[config.mk]
export PLATFORM = sky130hd
export DESIGN_NAME = percent_escape_decoder_unit
export DESIGN_NICKNAME = d
export VERILOG_FILES = /design/src/hdl/ped_pkg.sv /design/src/hdl/percent_escape_decoder_unit.sv
export SDC_FILE = /design/constraint.sdc
export NUM_CORES = 1
export LEC_CHECK = 0
export BUFFER_PORTS_ARGS = -buffer_cell sky130_fd_sc_hd__buf_2
export CAP_MARGIN = 30
export CORE_MARGIN = 2
export CORE_UTILIZATION = 28
export CTS_BUF_LIST = sky130_fd_sc_hd__clkbuf_4
export DETAILED_ROUTE_END_ITERATION = 8
export GPL_ROUTABILITY_DRIVEN = 0
export PLACE_DENSITY = 0.45
export SYNTH_ARGS = -nofsm -noshare
export SYNTH_HDL_FRONTEND = slang
export SYNTH_SLANG_ARGS = --single-unit
[constraint.sdc]
create_clock -name clock -period 3.2 [get_ports clock]
set_input_delay 0.32 -clock clock [delete_from_list [all_inputs] [get_ports clock]]
set_output_delay 0.32 -clock clock [all_outputs]
set_load 0.01 [all_outputs]
[src/hdl/ped_pkg.sv]
// ----------------------------------------------------------------------------
// ped_pkg
// shared constants, types and character helpers of the percent-escape decoder
// ----------------------------------------------------------------------------
`default_nettype none

package ped_pkg;

   localparam logic [7:0] CHAR_PERCENT = 8'h25;
   localparam logic [7:0] CHAR_PLUS    = 8'h2B;
   localparam logic [7:0] CHAR_SPACE   = 8'h20;
   localparam logic [7:0] CHAR_CR      = 8'h0D;
   localparam logic [7:0] CHAR_LF      = 8'h0A;

   localparam logic MODE_WEB      = 1'b0;
   localparam logic MODE_SETTINGS = 1'b1;

   localparam int unsigned MAX_RESULTS = 3;

   typedef struct packed {
      logic [7:0] data;
      logic       valid;
      logic       eos;
      logic       last;
   } result_type;

   function automatic logic is_hex(input logic [7:0] c);
      logic r;
      r = ((c >= 8'h30) && (c <= 8'h39)) || ((c >= 8'h61) && (c <= 8'h66)) ||
          ((c >= 8'h41) && (c <= 8'h46));
      return r;
   endfunction

   function automatic logic [3:0] hex_val(input logic [7:0] c);
      logic [7:0] t;
      if ((c >= 8'h30) && (c <= 8'h39)) begin
         t = c - 8'h30;
      end else if ((c >= 8'h61) && (c <= 8'h66)) begin
         t = c - 8'h57;
      end else begin
         t = c - 8'h37;
      end
      return t[3:0];
   endfunction

   function automatic logic is_break(input logic [7:0] c);
      return (c == CHAR_CR) || (c == CHAR_LF);
   endfunction

endpackage

`default_nettype wire

[src/hdl/percent_escape_decoder_unit.sv]
// ----------------------------------------------------------------------------
// percent_escape_decoder_unit
// percent-escape text decoder with web and settings-file modes
//
//   channel   dir  data                      side band
//   req_      in   tdata[7:0] char_byte      tlast end_of_text
//   rsp_      out  tdata[7:0] out_byte       tuser[0] byte_valid,
//                                            tuser[1] end_of_string,
//                                            tlast last_in_run
//   csr_      in   wr_data[0] decode_mode    wr_en write strobe
//
// an item is registered, then decoded combinationally into up to three results
// held in a small shift buffer that drains one result per cycle unless stalled
// input throughput is one item per cycle when each item gives at most one
// result and rsp is not stalled; more results per item hold the input at the buffer
// synchronous active-high reset clears escape state, buffer and mode
// a stalled rsp side backs up into the input register and then req_tready
// ----------------------------------------------------------------------------
`default_nettype none

module percent_escape_decoder_unit
   import ped_pkg::*;
(
   input  wire logic       clock,
   input  wire logic       reset,
   input  wire logic       req_tvalid,
   output      logic       req_tready,
   input  wire logic [7:0] req_tdata,   // char_byte
   input  wire logic       req_tlast,   // end_of_text
   output      logic       rsp_tvalid,
   input  wire logic       rsp_tready,
   output      logic [7:0] rsp_tdata,   // out_byte
   output      logic [1:0] rsp_tuser,   // byte_valid, end_of_string
   output      logic       rsp_tlast,   // last_in_run
   input  wire logic       csr_wr_en,
   input  wire logic [0:0] csr_wr_data
);

   logic                   mode_ff;
   logic                   in_valid_ff, in_valid_in;
   logic [7:0]             in_char_ff;
   logic                   in_term_ff;
   logic [1:0]             phase_ff, phase_in;
   logic [7:0]             held_ff, held_in;
   logic [7:0]             last_sent_ff, last_sent_in;
   result_type             slot_ff [MAX_RESULTS];
   logic [1:0]             cnt_ff;

   logic                   rsp_fire;
   logic                   buf_free;
   logic                   advance;

   logic                   e0, e1, e2;
   result_type             r0, r1, r2;
   result_type             n0, n1, n2;
   logic [1:0]             n_cnt;
   logic                   plain_en;
   logic [7:0]             plain_byte;
   logic                   plain_pct;
   logic [7:0]             dec_val;

   assign rsp_fire   = rsp_tvalid && rsp_tready;
   assign buf_free   = (cnt_ff == 2'd0) || ((cnt_ff == 2'd1) && rsp_tready);
   assign advance    = in_valid_ff && buf_free;
   assign req_tready = !in_valid_ff || advance;
   assign in_valid_in = req_tready ? req_tvalid : in_valid_ff;

   assign rsp_tvalid = (cnt_ff != 2'd0);
   assign rsp_tdata  = slot_ff[0].data;
   assign rsp_tuser  = {slot_ff[0].eos, slot_ff[0].valid};
   assign rsp_tlast  = slot_ff[0].last;

   assign dec_val = {hex_val(held_ff), hex_val(in_char_ff)};

   // plain handling of the current byte
   always_comb begin
      plain_pct  = (in_char_ff == CHAR_PERCENT);
      plain_en   = !plain_pct;
      plain_byte = ((mode_ff == MODE_WEB) && (in_char_ff == CHAR_PLUS)) ? CHAR_SPACE
                                                                         : in_char_ff;
   end

   // decode: up to a percent, a held digit and one tail result
   always_comb begin
      e0 = 1'b0;
      e1 = 1'b0;
      e2 = 1'b0;
      r0 = '{data: CHAR_PERCENT, valid: 1'b1, eos: 1'b0, last: 1'b0};
      r1 = '{data: held_ff, valid: 1'b1, eos: 1'b0, last: 1'b0};
      r2 = '{data: plain_byte, valid: 1'b1, eos: 1'b0, last: 1'b0};
      phase_in = 2'd0;
      held_in  = held_ff;
      if (in_term_ff) begin
         e0 = (phase_ff == 2'd1) || (phase_ff == 2'd2);
         e1 = (phase_ff == 2'd2);
         e2 = 1'b1;
         r2 = '{data: 8'h00, valid: 1'b0, eos: 1'b1, last: 1'b0};
         held_in = 8'h00;
      end else if (phase_ff == 2'd1) begin
         if (plain_pct) begin
            e0 = 1'b1;
         end else if (is_hex(in_char_ff)) begin
            held_in  = in_char_ff;
            phase_in = 2'd2;
         end else begin
            e0 = 1'b1;
            e2 = plain_en;
         end
      end else if (phase_ff == 2'd2) begin
         held_in = 8'h00;
         if (is_hex(in_char_ff) && is_hex(held_ff)) begin
            e2 = !((mode_ff == MODE_SETTINGS) && is_break(dec_val) &&
                   is_break(last_sent_ff));
            r2.data = dec_val;
         end else begin
            e0 = 1'b1;
            e1 = 1'b1;
            e2 = plain_en;
            if (plain_pct) begin
               phase_in = 2'd1;
            end
         end
      end else begin
         e2 = plain_en;
         if (plain_pct) begin
            phase_in = 2'd1;
         end
      end

      if (in_term_ff) begin
         last_sent_in = 8'h00;
      end else if (e2) begin
         last_sent_in = r2.data;
      end else if (e1) begin
         last_sent_in = r1.data;
      end else if (e0) begin
         last_sent_in = r0.data;
      end else begin
         last_sent_in = last_sent_ff;
      end

      n_cnt = 2'({1'b0, e0} + {1'b0, e1} + {1'b0, e2});
      n0 = e0 ? r0 : r2;
      n1 = e1 ? r1 : r2;
      n2 = r2;
      n0.last = (n_cnt == 2'd1);
      n1.last = (n_cnt == 2'd2);
      n2.last = (n_cnt == 2'd3);
   end

   always_ff @(posedge clock) begin
      if (reset) begin
         mode_ff      <= MODE_WEB;
         in_valid_ff  <= 1'b0;
         phase_ff     <= 2'd0;
         held_ff      <= 8'h00;
         last_sent_ff <= 8'h00;
         cnt_ff       <= 2'd0;
      end else begin
         if (csr_wr_en) begin
            mode_ff <= csr_wr_data[0];
         end
         in_valid_ff <= in_valid_in;
         if (advance) begin
            phase_ff     <= phase_in;
            held_ff      <= held_in;
            last_sent_ff <= last_sent_in;
            cnt_ff       <= n_cnt;
         end else if (rsp_fire) begin
            cnt_ff <= cnt_ff - 2'd1;
         end
      end
   end

   always_ff @(posedge clock) begin
      if (req_tready) begin
         in_char_ff <= req_tdata;
         in_term_ff <= req_tlast;
      end
      if (advance) begin
         slot_ff[0] <= n0;
         slot_ff[1] <= n1;
         slot_ff[2] <= n2;
      end else if (rsp_fire) begin
         slot_ff[0] <= slot_ff[1];
         slot_ff[1] <= slot_ff[2];
      end
   end

   a_tready_buffer: assert property (@(posedge clock) disable iff (reset)
      (in_valid_ff && (cnt_ff > 2'd1)) |-> !req_tready)
      else $error("input taken while result buffer still busy");

   a_eos_is_marker: assert property (@(posedge clock) disable iff (reset)
      (rsp_tvalid && rsp_tuser[1]) |-> (!rsp_tuser[0] && rsp_tlast))
      else $error("end of string result carries a byte or is not last");

   a_hold_on_stall: assert property (@(posedge clock) disable iff (reset)
      (rsp_tvalid && !rsp_tready) |=> (rsp_tvalid && $stable(rsp_tdata)))
      else $error("result changed while stalled");

   a_phase_range: assert property (@(posedge clock) disable iff (reset)
      (phase_ff == 2'd2) |-> is_hex(held_ff))
      else $error("escape pending without a held hex digit");

endmodule

`default_nettype wire

==> summary.txt, run 1 <==
Timing
  • Actual slew at the worst max-slew pin: 0.560 ns
  • Slew margin rel.: 0.625
  • Pins Over Slew Limit: 0
  • Worst Slack Setup Final: 0.144 ns
  • Final Cycle Share: 0.955
  • Max Fclk: about 0.33 GHz
  • Final Skew: roughly 0.018 ns
  • Crit path time final: a little over 3 ns
  • Final hold viol count: 0
  • Final setup fails: 0

Final layout
  • NumNets Final: between 400 and 500
  • Most frequent cells in the layout: nand2_1 (48), edfxtp_1 (42), buf_4 (36)
  • # diodes: 0
  • Share of cells above drive strength 1: 0.240
  • Layout area overhead: 18.8%
  • Most common cell after layout, fill and taps aside: nand2_1
  • Area of the multi-input gates: ~1700 µm²
  • Storage element area: 1700 µm²
  • Non-filler cells, final: approximately 590
  • Fill cells: 1322

Synth
  • Largest family of logic cells by synthesized area: simple AND/OR/NAND/NOR gates
  • Synth Area in Adders: 0.0408
  • Post-Syn Area: 3560 µm²
  • Mean Syn Cell Area: 9.70 µm²
  • Post-synth top area share: 0.354
  • Synth area leaders: edfxtp_1 (35%), dfxtp_1 (12%), nand2_1 (5.1%)
  • Post-synthesis cell count: about 370
  • Area leader, netlist: edfxtp_1
  • Post-synthesis async set-or-reset flop share: 0
  • Synth cell types: 61
  • Multiplexer share of the synthesized area: 0.0316
  • Simple-Gate Fraction of Synth Area: 0.200
  • Count of flip-flops with a built-in enable after synthesis: 42
  • Sequential share of the synthesized area: 0.478
  • Ys flop type: edfxtp_1
  • Ys Warns: 0
  • Syn Nets: 393
  • Synth Area in Compound Gates: 0.178
  • FF+latch count, synth: 64
  • Xor/xnor share of the synthesized area: 0.00492

Worst setup path
  • R2R cell count: 9
  • Element type at the critical path start: flip-flop
  • Reg-to-reg critical path startpoint: in_char_ff[7]
  • WS Path Type: flip-flop to flip-flop
  • Worst Path Required: around 3.4 ns
  • Worst setup EP type: flip-flop
  • R2r endpoint: slot_ff[0][11]
  • Reg2reg setup slack: between 0.1 and 0.15 ns
  • Worst-path maximum fanout: 5
  • CP arrival: ~3.3 ns

Floorplan
  • Die height: approximately 120 µm
  • I/O Pins: 28
  • Die area: ~14000 µm²
  • Core area: roughly 13000 µm²
  • Initial core utilization: 0.284
  • Row count: 41
  • Chip width: approximately 120 µm

Pwr
  • Leakage: around 1.6 nW
  • Peak supply drop: ~0.25 mV
  • Psw: about 0.74 mW
  • Sw frac: 0.329
  • Power share of the combinational group: 0.253
  • PD cells: between 500 and 600 nW/µm²
  • Clk pwr share: 0.253
  • Power share of the sequential group: 0.494
  • Internal power: 1.50 mW
  • Power Total: approximately 2.2 mW

Routing
  • Vias: 2870
  • DR pass1 iterations: 4
  • Drt total wl: just over 9000 µm
  • DR WL/cell: between 15 and 20 µm
  • DRC: 0
  • Initial DRC count: ~200
  • Remaining antenna violation count: 0
  • Via density per instance: between 4 and 5

Clocking
  • Clk_lat worst skew: roughly 0.45 ns
  • CTS Buf Count: 9
  • H-tree depth: 3
  • CTS Sinks: 64
  • Reg clk slew, reported paths: 0.12 ns
  • Worst-case clock buffer depth: 2
  • CTS tree: built
  • Root buf cell: clkbuf_4

GRT
  • Largest net degree at the start of global routing: 27
  • Vias in the first global route: 2778
  • Total gr overflow: 0
  • Antenna violations before repair: 0
  • First-pass GRT wire length: approximately 15000 µm
  • Tot GR Track Use: 0.146

Run
  • Max-cap viol count: 0

Place
  • Place WS: roughly 0.061 ns
  • HPWL Detailed: between 6000 and 7000 µm
  • Placed cells: 573
  • # port buffers: 27

Min path
  • Min-Delay Endpoint: in_term_ff
  • Hold_sp: req_tlast
  • Hold Crit Depth: 1
  • Worst Hold Class: primary input to flip-flop

Status
  • Status: complete, no violations
worst max-delay path by stage:
stage | start | to | slack [ns] | cells past startpoint
finish | in_char_ff[7] | slot_ff[0][11] | 0.14 | 9
CTS | phase_ff[1] | slot_ff[0][11] | 0.05 | 11
global route | in_char_ff[7] | slot_ff[0][11] | -0.02 | 9
detailed placement | in_char_ff[7] | slot_ff[0][11] | 0.06 | 9
floorplan | phase_ff[1] | slot_ff[0][11] | 0.003 | 11
global placement | in_char_ff[4] | slot_ff[0][11] | 0.09 | 10
flip-flops by register name, summed over array words and instances, names as in the netlist:
signal / cells
cnt_ff: 2
held_ff: 8
in_char_ff: 8
in_term_ff: 1
in_valid_ff: 1
last_sent_ff: 8
mode_ff: 1
phase_ff: 2
slot_ff: 33
per-stage QoR:
step           setup TNS, ns  instance area [µm²]  utilization  hold slack, ns
2_1_floorplan              0                 3590            -           0.419
6_report                   0                 4230        0.338          0.0530
5_1_grt              -0.0321                 4230        0.338         0.00609
3_5_place_dp               0                 4040        0.322           0.476
3_3_place_gp               0                 4040        0.322           0.474
4_1_cts                    0                 4170        0.333          0.0134
repair_timing:
action                                 4_1_cts  5_1_grt
buffers inserted                             0        3
gates resized for setup                      0       10
endpoints found under the hold margin        0        0
setup endpoints to repair                    0        5
hold buffers                                 0        0
cells by family (layout without fill, tap and decap cells):
| logic type | after synthesis | after routing |
|---|---|---|
| AO/OA/AOI/OAI | 89 | 89 |
| XOR/XNOR | 2 | 2 |
| adder cells (fa/ha/maj) | 11 | 11 |
| buffers and inverters | 51 | 104 |
| flip-flops | 64 | 64 |
| multiplexers | 11 | 11 |
| AND/OR/NAND/NOR | 139 | 139 |
worst max-delay path, stage by stage (launching register included):
cell,delay (ns)
edfxtp_1,0.49
nor4b_4,0.33
a41oi_1,0.14
or4_1,0.52
a2111o_1,0.39
o22ai_4,0.15
inv_2,0.07
fa_2,0.58
nand3b_1,0.12
nand2_1,0.05
area by class of cell:
cell class,instances,area share
Sequential cell,64,0.403
Timing Repair Buffer,63,0.0958
Inverter,25,0.0222
Clock inverter,7,0.0166
Multi-Input combinational cell,252,0.396
Clock buffer,9,0.0160
Tap cell,172,0.0509
power groups by stage:
stage / registers [mW] / logic [mW] / clock network, mW
floorplan: 1.12 / 0.406 / 0
global placement: 1.12 / 0.564 / 0
detailed placement: 1.13 / 0.562 / 0
CTS: 1.11 / 0.564 / 0.593
global route: 1.12 / 0.639 / 0.628
finish: 1.11 / 0.566 / 0.567
synthesized netlist by cell type (all sizes together) (2+ instances only):
cell type,n
mux2i,9
o32ai,8
and2,3
o22a,3
a41oi,2
edfxtp,42
o211ai,3
nor2b,3
buf,13
clkbuf,13
nor2,25
nand3b,3
nand2b,5
nor3b,4
or4,2
ha,10
a22oi,3
nor4b,4
inv,24
o21ai,12
a21oi,30
a2111o,2
a31oi,2
dfxtp,22
a21o,2
o22ai,2
nand3,22
nor3,7
mux2,2
nand4bb,2
nand2,48
a211oi,5
o21bai,3
and3,5
xnor2,2
o21a,4
routing by layer:
layer / track usage / part of all wire / routed length [µm]
met1: 0.192 / 0.48 / 4390
met2: 0.228 / 0.46 / 4220
met3: 0.0446 / 0.045 / 415
met4: 0.0502 / 0.017 / 159
met5: 0 / 0 / 0
Note: power is estimated with default switching activity, not from simulation.
==> run 2, diff against run 1 <==
--- a/config.mk
+++ b/config.mk
@@ -7,7 +7,7 @@
 export LEC_CHECK = 0
 export BUFFER_PORTS_ARGS = -buffer_cell sky130_fd_sc_hd__buf_2
 export CAP_MARGIN = 30
-export CORE_MARGIN = 2
+export CORE_MARGIN = 5
 export CORE_UTILIZATION = 28
 export CTS_BUF_LIST = sky130_fd_sc_hd__clkbuf_4
 export DETAILED_ROUTE_END_ITERATION = 8
==> constraint.sdc (replaced) <==
create_clock -name clock -period 2.8 [get_ports clock]
set_input_delay 0.28 -clock clock [delete_from_list [all_inputs] [get_ports clock]]
set_output_delay 0.28 -clock clock [all_outputs]
set_load 0.01 [all_outputs]
==> run 2 against run 1 <==
Compared with the run above:
- the run now ends with negative setup slack left
- via count grew 5.9%
- register-to-register slack lost 0.32 ns
- clock power up 45%
- hold slack got worse by 0.033 ns
- global-route usage is 0.87 points lower
- combinational power rose by 30%
- cell area increased by 11%
- sequential power grew 14%
- die area increased by 11%
- non-clock buffer count grew 41
- critical path type unchanged
- critical endpoint unchanged
==> summary.txt, run 2 (same netlist as run 1, synthesis figures left out) <==
Status
  • Status: finished with violations
  • Failing checks: negative setup slack

GRT
  • Largest net degree at the start of global routing: 26 (-3.7%)
  • Vias in the first global route: 3053 (+9.9%)
  • Total gr overflow: 0 (unchanged)
  • Tot GR Track Use: 0.137 (-0.00871)
  • Antenna violations before repair: 0 (unchanged)
  • First-pass GRT wire length: 15700 µm (+5.2%)

Final layout
  • Fin util: 0.375 (+0.0368)
  • Most common cell after layout, fill and taps aside: buf_4
  • NumNets Final: 482 (+9.3%)
  • Share of cells above drive strength 1: 0.310 (+0.0697)
  • Layout area overhead: 31.8%
  • Fin area: 4690 µm² (+11%)
  • Most flop-heavy register: slot_ff
  • Most frequent cells in the layout: buf_4 (67), nand2_1 (48), edfxtp_1 (42)
  • Max reg flops: 33 (unchanged)
  • Fill cells: 1318 (-0.30%)
  • Non-filler cells, final: 634 (+7.1%)

Floorplan
  • Row count: 41 (unchanged)
  • Die height: 123 µm (+5.1%)
  • Core area: 12500 µm² (unchanged)
  • Initial core utilization: 0.284 (unchanged)
  • Chip width: 123 µm (+5.1%)
  • Die area: 15100 µm² (+11%)
  • I/O Pins: 28 (unchanged)

Timing
  • Final Skew: 0.0179 ns (-0.000516 ns)
  • Slew margin rel.: 0.554 (-0.0714)
  • Pins Over Slew Limit: 0 (unchanged)
  • Actual slew at the worst max-slew pin: 0.667 ns (+0.107 ns)
  • WHS: 0.0204 ns (-0.0326 ns)
  • Worst Slack Setup Final: -0.179 ns (-0.324 ns)
  • RSZ-0062 raised after global routing: true
  • Final setup fails: 6 (+6)
  • Max Fclk: 0.336 GHz (+2.6%)
  • Final hold viol count: 0 (unchanged)
  • Final Cycle Share: 1.06 (+0.109)
  • Crit path time final: 2.98 ns (-0.0761 ns)

Pwr
  • Clk pwr share: 0.292 (+0.039)
  • Power Total: 2.82 mW (+26%)
  • Power share of the combinational group: 0.261 (+0.008)
  • Sw frac: 0.307 (-0.0219)
  • Leakage: 1.80 nW (+14%)
  • Psw: 0.865 mW (+18%)
  • Peak supply drop: 0.305 mV (+20%)
  • Power share of the sequential group: 0.447 (-0.047)
  • PD cells: 602 nW/µm² (+14%)
  • Internal power: 1.96 mW (+30%)

Clocking
  • Reg clk slew, reported paths: 0.11 ns (about the same)
  • Clk_lat worst skew: 0.45 ns (about the same)
  • H-tree depth: 3 (unchanged)
  • Worst-case clock buffer depth: 2 (unchanged)
  • CTS Buf Count: 9 (unchanged)
  • CTS Sinks: 64 (unchanged)
  • Root buf cell: clkbuf_4
  • CTS tree: built

Place
  • Placed cells: 602 (+5.1%)
  • # port buffers: 27 (unchanged)
  • HPWL Detailed: 7260 µm (+8.5%)
  • Post-DP Area: 4270 µm² (+5.8%)

Routing
  • Vias: 3038 (+5.9%)
  • Routed met2 length: 4610 µm (+9.4%)
  • DR WL/cell: 15.3 µm (-1.5%)
  • Metal1 wirelength: 4560 µm (+4.0%)
  • Via density per instance: 4.79 (-1.2%)
  • Remaining antenna violation count: 0 (unchanged)
  • Initial DRC count: 183 (-7.1%)
  • Met3 WL: 398 µm (-4.1%)
  • Top Metal Used: met4
  • DR pass1 iterations: 4 (unchanged)
  • DRC: 0 (unchanged)
  • Drt total wl: 9690 µm (+5.5%)

Run
  • Max-cap viol count: 0 (unchanged)

Worst setup path
  • CP arrival: 3.19 ns (-0.09 ns)
  • Crit-path max cell delay: 0.57 ns (about the same)
  • WP buf/inv: 1 (unchanged)
  • Worst Path Required: 3.01 ns (-0.41 ns)
  • WS Path Type: flip-flop to flip-flop
  • CP delay by family, top: simple AND/OR/NAND/NOR gates
  • Element type at the critical path start: flip-flop
  • Worst-path maximum fanout: 5 (unchanged)
  • Crit-path slowest cell: fa_2
  • Critical-path cell list: nor4b_4 -> a41oi_1 -> or4_1 -> a2111o_1 -> o22ai_4 -> inv_2 -> fa_2 -> nand3b_1 -> nand2_1
  • Worst setup EP type: flip-flop

Min path
  • Worst Hold Class: primary input to flip-flop
run 2: changes by cell type in the layout (fill, tap and decap cells not counted), moves of 2 or more:
cell | before | now
inv_1 | 23 | 20
bufinv_16 | 1 | 3
clkinv_2 | 3 | 0
ha_4 | 0 | 3
buf_6 | 0 | 2
a21oi_1 | 26 | 23
a21oi_2 | 3 | 6
nor4b_2 | 0 | 2
ha_2 | 3 | 0
inv_2 | 1 | 4
dlygate4sd3_1 | 0 | 8
buf_4 | 36 | 67
run 2: path summary, 6_finish.rpt:
kind,start,to,slack (ns),depth (start not counted)
max,in_char_ff[6],slot_ff[0][11],-0.18,9
max reg2reg,in_char_ff[6],slot_ff[0][11],-0.18,9
min,req_tdata[0],in_char_ff[0],0.02,1
min reg2reg,last_sent_ff[3],last_sent_ff[3],0.49,2
run 2: per-stage QoR:
step,worst slack (ns),TNS (ns)
2_1_floorplan,-0.367,-1.54
3_3_place_gp,-0.300,-1.31
3_5_place_dp,-0.317,-1.53
4_1_cts,-0.189,-0.908
5_1_grt,-0.327,-2.48
6_report,-0.179,-0.430
run 2: layout make-up:
class / count / area, µm² / area share
inverter: 25 / 93.8 / 0.0200
multi-input combinational: 252 / 1750 / 0.373
sequential: 64 / 1700 / 0.363
clock inverter: 7 / 119 / 0.0253
antenna: 1 / 2.50 / 0.000533
clock buffer: 9 / 67.6 / 0.0144
tap: 172 / 215 / 0.0459
timing repair buffer: 104 / 741 / 0.158
run 2: power groups by stage:
stage	combinational [mW]	clock (mW)	sequential (mW)
after CTS	0.715	0.841	1.26
after global placement	0.696	0	1.28
final	0.738	0.823	1.26
after detailed placement	0.700	0	1.28
after global routing	0.821	0.885	1.28
after floorplan	0.469	0	1.28
run 2: layer usage:
layer | track usage | vias to the layer above
met5 | 0 | -
met4 | 0.0455 | 0
met3 | 0.0313 | 13
met2 | 0.225 | 60
met1 | 0.177 | 1454
li1 | - | 1511
run 2: repair_timing:
action	4_1_cts	5_1_grt
gates resized for setup	4	17
hold buffers	6	2
endpoints found under the setup margin	10	17
hold endpoints to repair	6	2
pin swaps	10	8
setup buffers	4	3
